**src/hdl/pott_pkg.sv**
```systemverilog
package pott_pkg;

  localparam int ID_W    = 32;
  localparam int TICKS_W = 16;

  typedef enum logic [1:0] {
    OP_TICK     = 2'd0,
    OP_ONESHOT  = 2'd1,
    OP_PERIODIC = 2'd2,
    OP_CANCEL   = 2'd3
  } op_t;

  typedef enum logic [1:0] {
    KIND_ADDED     = 2'd0,
    KIND_FULL      = 2'd1,
    KIND_CANCELLED = 2'd2,
    KIND_FIRED     = 2'd3
  } kind_t;

  typedef struct packed {
    op_t                op;
    logic [TICKS_W-1:0] delay_ticks;
    logic [ID_W-1:0]    target_id;
  } in_item_t;

  typedef struct packed {
    kind_t           kind;
    logic [ID_W-1:0] task_id;
    logic            last;
  } out_item_t;

  // Classified command handed from the front to the back.
  typedef struct packed {
    op_t                op;
    logic [TICKS_W-1:0] load;
    logic [TICKS_W-1:0] period;
    logic [ID_W-1:0]    target;
  } cmd_t;

  // One slot as stored in the slot RAM.
  typedef struct packed {
    logic [ID_W-1:0]    ident;
    logic [TICKS_W-1:0] left;
    logic [TICKS_W-1:0] period;
  } slot_t;

  localparam int SLOT_W = $bits(slot_t);

  typedef enum logic [2:0] {
    ST_IDLE,
    ST_FIND,
    ST_ADD,
    ST_SCAN,
    ST_EMIT,
    ST_CANCEL_DONE
  } state_t;

endpackage

```
**src/hdl/pott_ram.sv**
```systemverilog
module pott_ram #(
  parameter int WIDTH = 8,
  parameter int DEPTH = 16
) (
  input  logic                                   clk,
  input  logic                                   wr_en,
  input  logic [((DEPTH > 1) ? $clog2(DEPTH) : 1)-1:0] wr_addr,
  input  logic [WIDTH-1:0]                       wr_data,
  input  logic                                   rd_en,
  input  logic [((DEPTH > 1) ? $clog2(DEPTH) : 1)-1:0] rd_addr,
  output logic [WIDTH-1:0]                       rd_data
);

  logic [WIDTH-1:0] mem [DEPTH];
  logic [WIDTH-1:0] rd_data_r;

  always_ff @(posedge clk) begin
    if (wr_en) begin
      mem[wr_addr] <= wr_data;
    end
    if (rd_en) begin
      rd_data_r <= mem[rd_addr];
    end
  end

  assign rd_data = rd_data_r;

endmodule

```
**src/hdl/pott_sorter.sv**
```systemverilog
// Insertion sorter: a row of cells kept in ascending order, head at cell 0.
module pott_sorter
  import pott_pkg::*;
#(
  parameter int DEPTH = 16
) (
  input  logic                             clk,
  input  logic                             rst_n,
  input  logic                             ins,
  input  logic [ID_W-1:0]                  ins_val,
  input  logic                             pop,
  output logic [ID_W-1:0]                  head,
  output logic [$clog2(DEPTH+1)-1:0]       count
);

  localparam int CW = $clog2(DEPTH + 1);

  logic [ID_W-1:0] val_r   [DEPTH];
  logic [ID_W-1:0] val_nxt [DEPTH];
  logic [DEPTH-1:0] vld_r, vld_nxt;
  logic [DEPTH-1:0] gt;
  logic [CW-1:0]    count_r, count_nxt;

  for (genvar i = 0; i < DEPTH; i++) begin : g_cell
    // empty cells compare as larger than anything: equal ids stay behind
    assign gt[i] = !vld_r[i] || (val_r[i] > ins_val);

    always_comb begin
      val_nxt[i] = val_r[i];
      vld_nxt[i] = vld_r[i];
      if (ins && gt[i]) begin
        if (i > 0 && gt[(i > 0) ? i - 1 : 0]) begin
          val_nxt[i] = val_r[(i > 0) ? i - 1 : 0];
          vld_nxt[i] = vld_r[(i > 0) ? i - 1 : 0];
        end else begin
          val_nxt[i] = ins_val;
          vld_nxt[i] = 1'b1;
        end
      end else if (pop) begin
        if (i < DEPTH - 1) begin
          val_nxt[i] = val_r[(i < DEPTH - 1) ? i + 1 : i];
          vld_nxt[i] = vld_r[(i < DEPTH - 1) ? i + 1 : i];
        end else begin
          vld_nxt[i] = 1'b0;
        end
      end
    end

    always_ff @(posedge clk) begin
      val_r[i] <= val_nxt[i];
    end
  end

  always_comb begin
    count_nxt = count_r;
    if (ins) begin
      count_nxt = count_r + CW'(1);
    end else if (pop) begin
      count_nxt = count_r - CW'(1);
    end
  end

  always_ff @(posedge clk) begin
    if (!rst_n) begin
      vld_r   <= '0;
      count_r <= '0;
    end else begin
      vld_r   <= vld_nxt;
      count_r <= count_nxt;
    end
  end

  assign head  = val_r[0];
  assign count = count_r;

endmodule

```
**src/hdl/pott_front.sv**
```systemverilog
// Accept and classify transactions; hold them in a two-entry command queue.
module pott_front
  import pott_pkg::*;
(
  input  logic     clk,
  input  logic     rst_n,
  input  logic     push,
  output logic     full,
  input  in_item_t in_item,
  output logic     cmd_vld,
  output cmd_t     cmd,
  input  logic     cmd_pop
);

  cmd_t       q_r [2];
  cmd_t       new_cmd;
  logic       wr_ptr_r, wr_ptr_nxt;
  logic       rd_ptr_r, rd_ptr_nxt;
  logic [1:0] cnt_r, cnt_nxt;
  logic       accept;
  logic       take;

  assign full    = (cnt_r == 2'd2);
  assign accept  = push && !full;
  assign cmd_vld = (cnt_r != 2'd0);
  assign take    = cmd_pop && cmd_vld;
  assign cmd     = q_r[rd_ptr_r];

  always_comb begin
    new_cmd.op     = in_item.op;
    new_cmd.target = in_item.target_id;
    // zero delay or period becomes one tick
    new_cmd.load   = (in_item.delay_ticks == '0) ? TICKS_W'(1) : in_item.delay_ticks;
    new_cmd.period = (in_item.op == OP_PERIODIC) ? new_cmd.load : '0;
  end

  always_comb begin
    wr_ptr_nxt = accept ? !wr_ptr_r : wr_ptr_r;
    rd_ptr_nxt = take ? !rd_ptr_r : rd_ptr_r;
    cnt_nxt    = cnt_r + {1'b0, accept} - {1'b0, take};
  end

  always_ff @(posedge clk) begin
    if (accept) begin
      q_r[wr_ptr_r] <= new_cmd;
    end
  end

  always_ff @(posedge clk) begin
    if (!rst_n) begin
      wr_ptr_r <= 1'b0;
      rd_ptr_r <= 1'b0;
      cnt_r    <= 2'd0;
    end else begin
      wr_ptr_r <= wr_ptr_nxt;
      rd_ptr_r <= rd_ptr_nxt;
      cnt_r    <= cnt_nxt;
    end
  end

endmodule

```
**src/hdl/pott_back.sv**
```systemverilog
// Execute commands against the slot table; one slot per cycle through the RAM.
module pott_back
  import pott_pkg::*;
#(
  parameter int SLOTS = 16
) (
  input  logic      clk,
  input  logic      rst_n,
  input  logic      cmd_vld,
  input  cmd_t      cmd,
  output logic      cmd_pop,
  output logic      empty,
  input  logic      pop,
  output out_item_t out_item
);

  localparam int IW = (SLOTS > 1) ? $clog2(SLOTS) : 1;
  localparam int CW = $clog2(SLOTS + 1);

  state_t          state_r, state_nxt;
  cmd_t            cmd_r, cmd_nxt;
  logic [CW-1:0]   cnt_r, cnt_nxt;
  logic            proc_vld_r, proc_vld_nxt;
  logic [IW-1:0]   proc_idx_r, proc_idx_nxt;
  logic [SLOTS-1:0] live_r, live_nxt;
  logic [ID_W-1:0] next_ident_r, next_ident_nxt;
  logic            hit_r, hit_nxt;
  logic            out_vld_r, out_vld_nxt;
  out_item_t       out_item_r, out_item_nxt;

  logic            out_ready;
  logic            res_vld;
  out_item_t       res;
  logic            add_fire;

  logic            rd_en, wr_en;
  logic [IW-1:0]   rd_addr, wr_addr;
  logic [SLOT_W-1:0] rd_data, wr_data;
  slot_t           rd_slot, wr_slot;
  logic [TICKS_W-1:0] left_dec;

  logic            sort_ins, sort_pop;
  logic [ID_W-1:0] sort_head;
  logic [CW-1:0]   sort_cnt;

  pott_ram #(
    .WIDTH (SLOT_W),
    .DEPTH (SLOTS)
  ) u_slot_ram (
    .clk     (clk),
    .wr_en   (wr_en),
    .wr_addr (wr_addr),
    .wr_data (wr_data),
    .rd_en   (rd_en),
    .rd_addr (rd_addr),
    .rd_data (rd_data)
  );

  pott_sorter #(
    .DEPTH (SLOTS)
  ) u_sorter (
    .clk     (clk),
    .rst_n   (rst_n),
    .ins     (sort_ins),
    .ins_val (rd_slot.ident),
    .pop     (sort_pop),
    .head    (sort_head),
    .count   (sort_cnt)
  );

  assign rd_slot   = slot_t'(rd_data);
  assign wr_data   = SLOT_W'(wr_slot);
  assign left_dec  = rd_slot.left - TICKS_W'(1);
  assign out_ready = !out_vld_r || pop;
  assign rd_addr   = cnt_r[IW-1:0];

  always_comb begin
    state_nxt      = state_r;
    cmd_nxt        = cmd_r;
    cnt_nxt        = cnt_r;
    proc_vld_nxt   = proc_vld_r;
    proc_idx_nxt   = proc_idx_r;
    live_nxt       = live_r;
    next_ident_nxt = next_ident_r;
    hit_nxt        = hit_r;
    cmd_pop        = 1'b0;
    rd_en          = 1'b0;
    wr_en          = 1'b0;
    wr_addr        = proc_idx_r;
    wr_slot        = rd_slot;
    sort_ins       = 1'b0;
    sort_pop       = 1'b0;
    res_vld        = 1'b0;
    res.kind       = KIND_ADDED;
    res.task_id    = next_ident_r;
    res.last       = 1'b1;
    add_fire       = 1'b0;

    case (state_r)
      ST_IDLE: begin
        if (cmd_vld) begin
          cmd_pop      = 1'b1;
          cmd_nxt      = cmd;
          cnt_nxt      = '0;
          proc_vld_nxt = 1'b0;
          hit_nxt      = 1'b0;
          if (cmd.op == OP_TICK || cmd.op == OP_CANCEL) begin
            state_nxt = ST_SCAN;
          end else begin
            state_nxt = ST_FIND;
          end
        end
      end

      ST_FIND: begin
        // walk the live bits for the lowest free slot
        if (cnt_r == CW'(SLOTS) || !live_r[cnt_r[IW-1:0]]) begin
          state_nxt = ST_ADD;
        end else begin
          cnt_nxt = cnt_r + CW'(1);
        end
      end

      ST_ADD: begin
        if (out_ready) begin
          res_vld   = 1'b1;
          state_nxt = ST_IDLE;
          if (cnt_r == CW'(SLOTS)) begin
            res.kind    = KIND_FULL;
            res.task_id = '0;
          end else begin
            add_fire                 = 1'b1;
            wr_en                    = 1'b1;
            wr_addr                  = cnt_r[IW-1:0];
            wr_slot.ident            = next_ident_r;
            wr_slot.left             = cmd_r.load;
            wr_slot.period           = cmd_r.period;
            live_nxt[cnt_r[IW-1:0]]  = 1'b1;
            next_ident_nxt           = next_ident_r + ID_W'(1);
          end
        end
      end

      ST_SCAN: begin
        // issue the read of the next slot
        if (cnt_r != CW'(SLOTS)) begin
          rd_en        = 1'b1;
          proc_vld_nxt = 1'b1;
          proc_idx_nxt = cnt_r[IW-1:0];
          cnt_nxt      = cnt_r + CW'(1);
        end else begin
          proc_vld_nxt = 1'b0;
          if (!proc_vld_r) begin
            state_nxt = (cmd_r.op == OP_TICK) ? ST_EMIT : ST_CANCEL_DONE;
          end
        end
        // handle the slot read in the previous cycle
        if (proc_vld_r && live_r[proc_idx_r]) begin
          if (cmd_r.op == OP_TICK) begin
            wr_en        = 1'b1;
            wr_slot.left = left_dec;
            if (left_dec == '0) begin
              sort_ins = 1'b1;
              if (rd_slot.period != '0) begin
                wr_slot.left = rd_slot.period;
              end else begin
                live_nxt[proc_idx_r] = 1'b0;
              end
            end
          end else if (rd_slot.ident == cmd_r.target) begin
            live_nxt[proc_idx_r] = 1'b0;
            hit_nxt              = 1'b1;
          end
        end
      end

      ST_EMIT: begin
        // drain fired ids in ascending order
        if (sort_cnt == '0) begin
          state_nxt = ST_IDLE;
        end else if (out_ready) begin
          sort_pop    = 1'b1;
          res_vld     = 1'b1;
          res.kind    = KIND_FIRED;
          res.task_id = sort_head;
          res.last    = (sort_cnt == CW'(1));
          if (sort_cnt == CW'(1)) begin
            state_nxt = ST_IDLE;
          end
        end
      end

      ST_CANCEL_DONE: begin
        if (!hit_r) begin
          state_nxt = ST_IDLE;
        end else if (out_ready) begin
          res_vld     = 1'b1;
          res.kind    = KIND_CANCELLED;
          res.task_id = cmd_r.target;
          state_nxt   = ST_IDLE;
        end
      end

      default: begin
        state_nxt = ST_IDLE;
      end
    endcase
  end

  always_comb begin
    out_vld_nxt  = out_vld_r;
    out_item_nxt = out_item_r;
    if (res_vld) begin
      out_vld_nxt  = 1'b1;
      out_item_nxt = res;
    end else if (pop) begin
      out_vld_nxt = 1'b0;
    end
  end

  always_ff @(posedge clk) begin
    cmd_r      <= cmd_nxt;
    proc_idx_r <= proc_idx_nxt;
    out_item_r <= out_item_nxt;
    cnt_r      <= cnt_nxt;
    hit_r      <= hit_nxt;
  end

  always_ff @(posedge clk) begin
    if (!rst_n) begin
      state_r      <= ST_IDLE;
      proc_vld_r   <= 1'b0;
      live_r       <= '0;
      next_ident_r <= ID_W'(1);
      out_vld_r    <= 1'b0;
    end else begin
      state_r      <= state_nxt;
      proc_vld_r   <= proc_vld_nxt;
      live_r       <= live_nxt;
      next_ident_r <= next_ident_nxt;
      out_vld_r    <= out_vld_nxt;
    end
  end

  assign empty    = !out_vld_r;
  assign out_item = out_item_r;

  // fired ids never linger into the next command
  a_sorter_empty_idle: assert property (@(posedge clk) disable iff (!rst_n)
    (state_r == ST_IDLE) |-> (sort_cnt == '0))
    else $error("fired ids left in sorter at idle");

  // ids are consumed only by a successful add
  a_ident_on_add: assert property (@(posedge clk) disable iff (!rst_n)
    !add_fire |=> $stable(next_ident_r))
    else $error("next id moved without an add");

  // a tick scan only frees slots
  a_tick_no_alloc: assert property (@(posedge clk) disable iff (!rst_n)
    (state_r == ST_SCAN && cmd_r.op == OP_TICK) |=>
      ($countones(live_r) <= $past($countones(live_r))))
    else $error("tick scan allocated a slot");

  // results only leave the back from a result-producing state
  a_result_state: assert property (@(posedge clk) disable iff (!rst_n)
    res_vld |-> (state_r == ST_ADD || state_r == ST_EMIT || state_r == ST_CANCEL_DONE))
    else $error("result produced outside a result state");

endmodule

```
**src/hdl/periodic_oneshot_timer_table.sv**
```systemverilog
// Software timer table in ticks. Push a transaction (tick, add one-shot, add
// periodic, cancel) while full is low; read results while empty is low and
// pop them. An add takes the lowest free slot and returns the next id (ids
// start at 1 and wrap at 32 bits), or a table-full result with id 0. A tick
// counts down every live timer and returns one fired result per expiring
// timer, in ascending id order, the final one marked last; a tick with
// nothing due returns nothing. A cancel of a known id returns one result, of
// an unknown id nothing. The slot RAM is read one slot per cycle. An add
// runs through command pickup, the free-slot walk and its result; a tick
// through pickup, a scan of every slot and one result per fired timer; a
// cancel through pickup, a scan and, for a known id, its result. A result
// waiting to be popped stalls the back end when it has another to hand on.
// A two-entry command queue takes new transactions while the back end works
// and while a result waits to be popped. No clearing pass after reset.
module periodic_oneshot_timer_table
  import pott_pkg::*;
#(
  parameter int SLOTS = 16
) (
  input  logic      clk,
  input  logic      rst_n,
  input  logic      push,
  output logic      full,
  input  in_item_t  in_item,
  output logic      empty,
  input  logic      pop,
  output out_item_t out_item
);

  // command queue between front and back
  logic cmd_vld;
  cmd_t cmd;
  logic cmd_pop;

  // front: accept and classify (zero delay/period raised to one tick)
  pott_front u_front (
    .clk     (clk),
    .rst_n   (rst_n),
    .push    (push),
    .full    (full),
    .in_item (in_item),
    .cmd_vld (cmd_vld),
    .cmd     (cmd),
    .cmd_pop (cmd_pop)
  );

  // back: slot scans, id sorting and the result register
  pott_back #(
    .SLOTS (SLOTS)
  ) u_back (
    .clk      (clk),
    .rst_n    (rst_n),
    .cmd_vld  (cmd_vld),
    .cmd      (cmd),
    .cmd_pop  (cmd_pop),
    .empty    (empty),
    .pop      (pop),
    .out_item (out_item)
  );

endmodule
```
**config.mk**
```make
export PLATFORM = sky130hd
export DESIGN_NAME = periodic_oneshot_timer_table
export DESIGN_NICKNAME = d
export VERILOG_FILES = /design/src/hdl/pott_pkg.sv /design/src/hdl/pott_ram.sv /design/src/hdl/pott_sorter.sv /design/src/hdl/pott_front.sv /design/src/hdl/pott_back.sv /design/src/hdl/periodic_oneshot_timer_table.sv
export SDC_FILE = /design/constraint.sdc
export NUM_CORES = 2
export LEC_CHECK = 0
export CAP_MARGIN = 20
export CELL_PAD_IN_SITES_DETAIL_PLACEMENT = 1
export CELL_PAD_IN_SITES_GLOBAL_PLACEMENT = 1
export CORE_ASPECT_RATIO = 1.25
export CORE_MARGIN = 10
export CORE_UTILIZATION = 25
export DETAILED_ROUTE_END_ITERATION = 8
export DONT_BUFFER_PORTS = 1
export HOLD_SLACK_MARGIN = 0.08
export PLACE_DENSITY = 0.47
export SKIP_LAST_GASP = 1
export SYNTH_ARGS = -nofsm -noshare
export SYNTH_HDL_FRONTEND = slang
export SYNTH_HIERARCHICAL = 1
export SYNTH_SLANG_ARGS = --single-unit
export TNS_END_PERCENT = 10
```
**constraint.sdc**
```tcl
create_clock -name clk -period 7.76 [get_ports clk]
set_clock_uncertainty 0.2 [all_clocks]
set_input_delay 1.552 -clock clk [delete_from_list [all_inputs] [get_ports clk]]
set_output_delay 1.552 -clock clk [all_outputs]
set_load 0.02 [all_outputs]
```
==> out/results.ini <==
[clocking]
clkTransAtPathRegs_ns = 0.06
worstSkewPairLatency_ns = 0.96
cts_root_buf = clkbuf_16
cts_resized = 0
clkSinkCount = 1922
postCtsHoldBufs = 0
cts_tree = built
cts_buffer_depth = 4
htree_levels = 4
numCtsBuffers = 222
post_cts_buffers = 0

[final_layout]
final_area_mm2 = 0.116
drive_gt1_share_pct = 15.8
area_growth_pct = 13.4
final_common_cell = edfxtp_1
post_layout_nonfiller_instances = 13392
final_cell_mix = 1843 x edfxtp_1, 524 x ha_1, 454 x nor3_1
fin_nets = 8348

[worst_hold_path]
hp-class = flop to flop
min_to = u_back/next_ident_r[23]$_SDFFE_PN0P_
holdCritStartpoint = u_back/next_ident_r[23]$_SDFFE_PN0P_
holdPathStages = 2

[worst_setup_path]
worst_path_most_repeated_cell = buf_4
critPathTopFamily = simple AND/OR/NAND/NOR gates
path_max_fanout = 19
worst_setup_path_start_kind = flop
required_ns = 8.09
criticalPathCategory = flop to flop
crit-reg2reg-capture = u_back/u_sorter/val_r[0][175]$_DFFE_PP_
crit_start = u_back/u_slot_ram/rd_data[16]$_DFFE_PP_
r2r_cells = 12
max_stage_delay_ns = 0.71
r2r_slack_ns = 1.78
critical_path.n_buffers_inverters = 4
worst_ep_arrival_time_ns = 6.30
crit_chain = inv_1 -> ha_1 -> nor4b_2 -> and4_4 -> xnor2_1 -> and3_2 -> buf_4 -> o211ai_1 -> a31oi_2 -> buf_4 -> or3_1 -> buf_4
cp-end-kind = flop
reg2reg_from = u_back/u_slot_ram/rd_data[16]$_DFFE_PP_
slowest_stage = a31oi_2

[placed_design]
placed_area_mm2 = 0.109
hpwl_um = 282000
io_buffers = 0
place_congestion = 0.855
place_inst = 12961

[grt]
antenna_found_initial = 44
grt_overflow = 0
grt_max_degree = 117
grt_usage_pct = 18.3
grt_pass1_wl_um = 586000
grt_pass1_vias = 76574

[timing]
tns_ns = 0
max_freq_mhz = 167
max-slew-margin-rel_pct = 18.2
worst_pin_slew_ns = 1.23
grt_setup_unrepaired = false
slew_violations = 0
period_needed_ns = 5.98
period_share_pct = 77.0
finalHoldViolations = 0
setup_viol = 0

[logic_synthesis]
syn-cell-area_mm2 = 0.103
synth_cells = 7973
ys_ff_latch = 1922
synth-edff-count = 1843
yosysWarnings = 6
ys_seq_area_share_pct = 55.5
syn_nets = 8552
synth.avg_cell_area_um2 = 12.9
synth_top_flop_cell = edfxtp_1
synth.distinct_cells = 109
async_reset_ff_share_pct = 0

[power]
power_mw = 30.2
p_per_area_mw_per_mm2 = 259
leakagePower_nw = 37.0
ir_drop_mv = 0.314

[drt]
ant_nets = 0
firstDrtPassIters = 5
via_per_inst = 5.45
wire_per_inst_um = 30.9
drc = 0
routed_wl_um = 414000
vias = 73038
drtIter0Drc = 5688

[flow_run]
cap_viol_max_count = 0

[outcome]
status = finished clean

[floorplanning]
die_w_um = 593
dieArea_mm2 = 0.437
rows = 263
initial_core_util_pct = 25.0
die_h_um = 736
top_level_ports = 91
core-area_mm2 = 0.410

==> report_power, final <==
part | total (mW) | internal (mW) | switching (mW)
Clock | 10.2 | 5.67 | 4.56
Combinational | 6.86 | 2.31 | 4.55
Sequential | 13.1 | 12.6 | 0.500
==> metrics by stage <==
stage	worst slack [ns]	utilization [%]	hold WS, ns
after floorplan	-0.537	-	0.238
after global placement	1.81	26.6	0.251
after detailed placement	1.80	26.7	0.269
after CTS	1.75	28.3	0.278
after global routing	1.47	28.4	0.304
final	1.78	28.4	0.278
==> how the worst max path moves through the flow <==
stage	slack [ns]	to	depth (start not counted)
floorplan	-0.54	u_back/u_slot_ram/mem[4][0]$_DFFE_PP_	8
global placement	1.81	u_back/u_slot_ram/mem[0][58]$_DFFE_PP_	7
detailed placement	1.80	u_back/u_sorter/val_r[0][191]$_DFFE_PP_	12
CTS	1.75	u_back/u_sorter/val_r[0][163]$_DFFE_PP_	12
global route	1.47	u_back/u_sorter/val_r[0][165]$_DFFE_PP_	12
finish	1.78	u_back/u_sorter/val_r[0][175]$_DFFE_PP_	12
==> sequential cells by signal, summed over array words and instances (netlist names), 4 cells and up, named ones only <==
name,flops
u_back/cmd_r,66
u_back/cnt_r,5
u_back/live_r,16
u_back/next_ident_r,32
u_back/out_item,35
u_back/proc_idx_r,4
u_back/u_slot_ram/mem,1024
u_back/u_slot_ram/rd_data,64
u_back/u_sorter/count,5
u_back/u_sorter/val_r,512
u_back/u_sorter/vld_r,16
u_front/q_r,132
==> cell families (layout without fill, tap and decap cells) <==
kind of cell | Yosys count | after routing | share of synthesized area [%]
AOI/OAI and AO/OA | 2205 | 2205 | 16.6
xor gates and xnor gates | 68 | 68 | 0.580
adders and majority gates | 525 | 525 | 6.41
buffers and inverters | 1127 | 1103 | 4.73
DFF | 1922 | 1922 | 55.5
muxes | 415 | 415 | 7.42
other | 0 | 11 | 0
and+or+nand+nor | 1711 | 1711 | 8.75
==> worst reg2reg max path, cell delays in order, from the launching register on <==
cell and delay (ns):
edfxtp_1 0.47, inv_1 0.14, ha_1 0.24, nor4b_2 0.56
and4_4 0.37, xnor2_1 0.23, and3_2 0.61, buf_4 0.42
o211ai_1 0.16, a31oi_2 0.71, buf_4 0.37, or3_1 0.70
buf_4 0.41
==> layer usage <==
metal	vias up	global-route usage, %	share of wire (%)
met5	-	0	0.0082
met4	6	7.08	4.4
met3	773	2.53	4.5
met2	2071	32.4	50
met1	38533	22.4	41
li1	31655	-	-
==> cell usage after synthesis, types with 92 or more instances <==
| cell type | count | area, um2 |
|---|---|---|
| a31oi_1 | 315 | 1970 |
| edfxtp_1 | 1843 | 55300 |
| nand4_1 | 117 | 732 |
| o221ai_1 | 97 | 850 |
| a31oi_2 | 93 | 1160 |
| a22oi_1 | 183 | 1370 |
| nand3_1 | 258 | 1290 |
| nand2_1 | 370 | 1390 |
| inv_1 | 380 | 1430 |
| ha_1 | 524 | 6560 |
| a21oi_1 | 241 | 1210 |
| o211ai_1 | 344 | 2580 |
| or3_1 | 154 | 963 |
| clkbuf_1 | 541 | 2030 |
| o21ai_0 | 340 | 1700 |
| mux4_2 | 263 | 5920 |
| o32a_1 | 251 | 2510 |
| nor2_1 | 98 | 368 |
| buf_2 | 92 | 460 |
| nor3_1 | 460 | 2300 |
==> cell type report <==
class / count / area [um2]
Sequential cell: 1922 / 56900
Timing Repair Buffer: 315 / 2830
Clock buffer: 276 / 5810
Multi-Input combinational cell: 4924 / 41500
Clock inverter: 128 / 1060
Inverter: 384 / 1440
Antenna cell: 11 / 27.5
Fill cell: 43927 / 293000
Tap cell: 5432 / 6800
No activity file was read; power rests on OpenSTA's default activity.
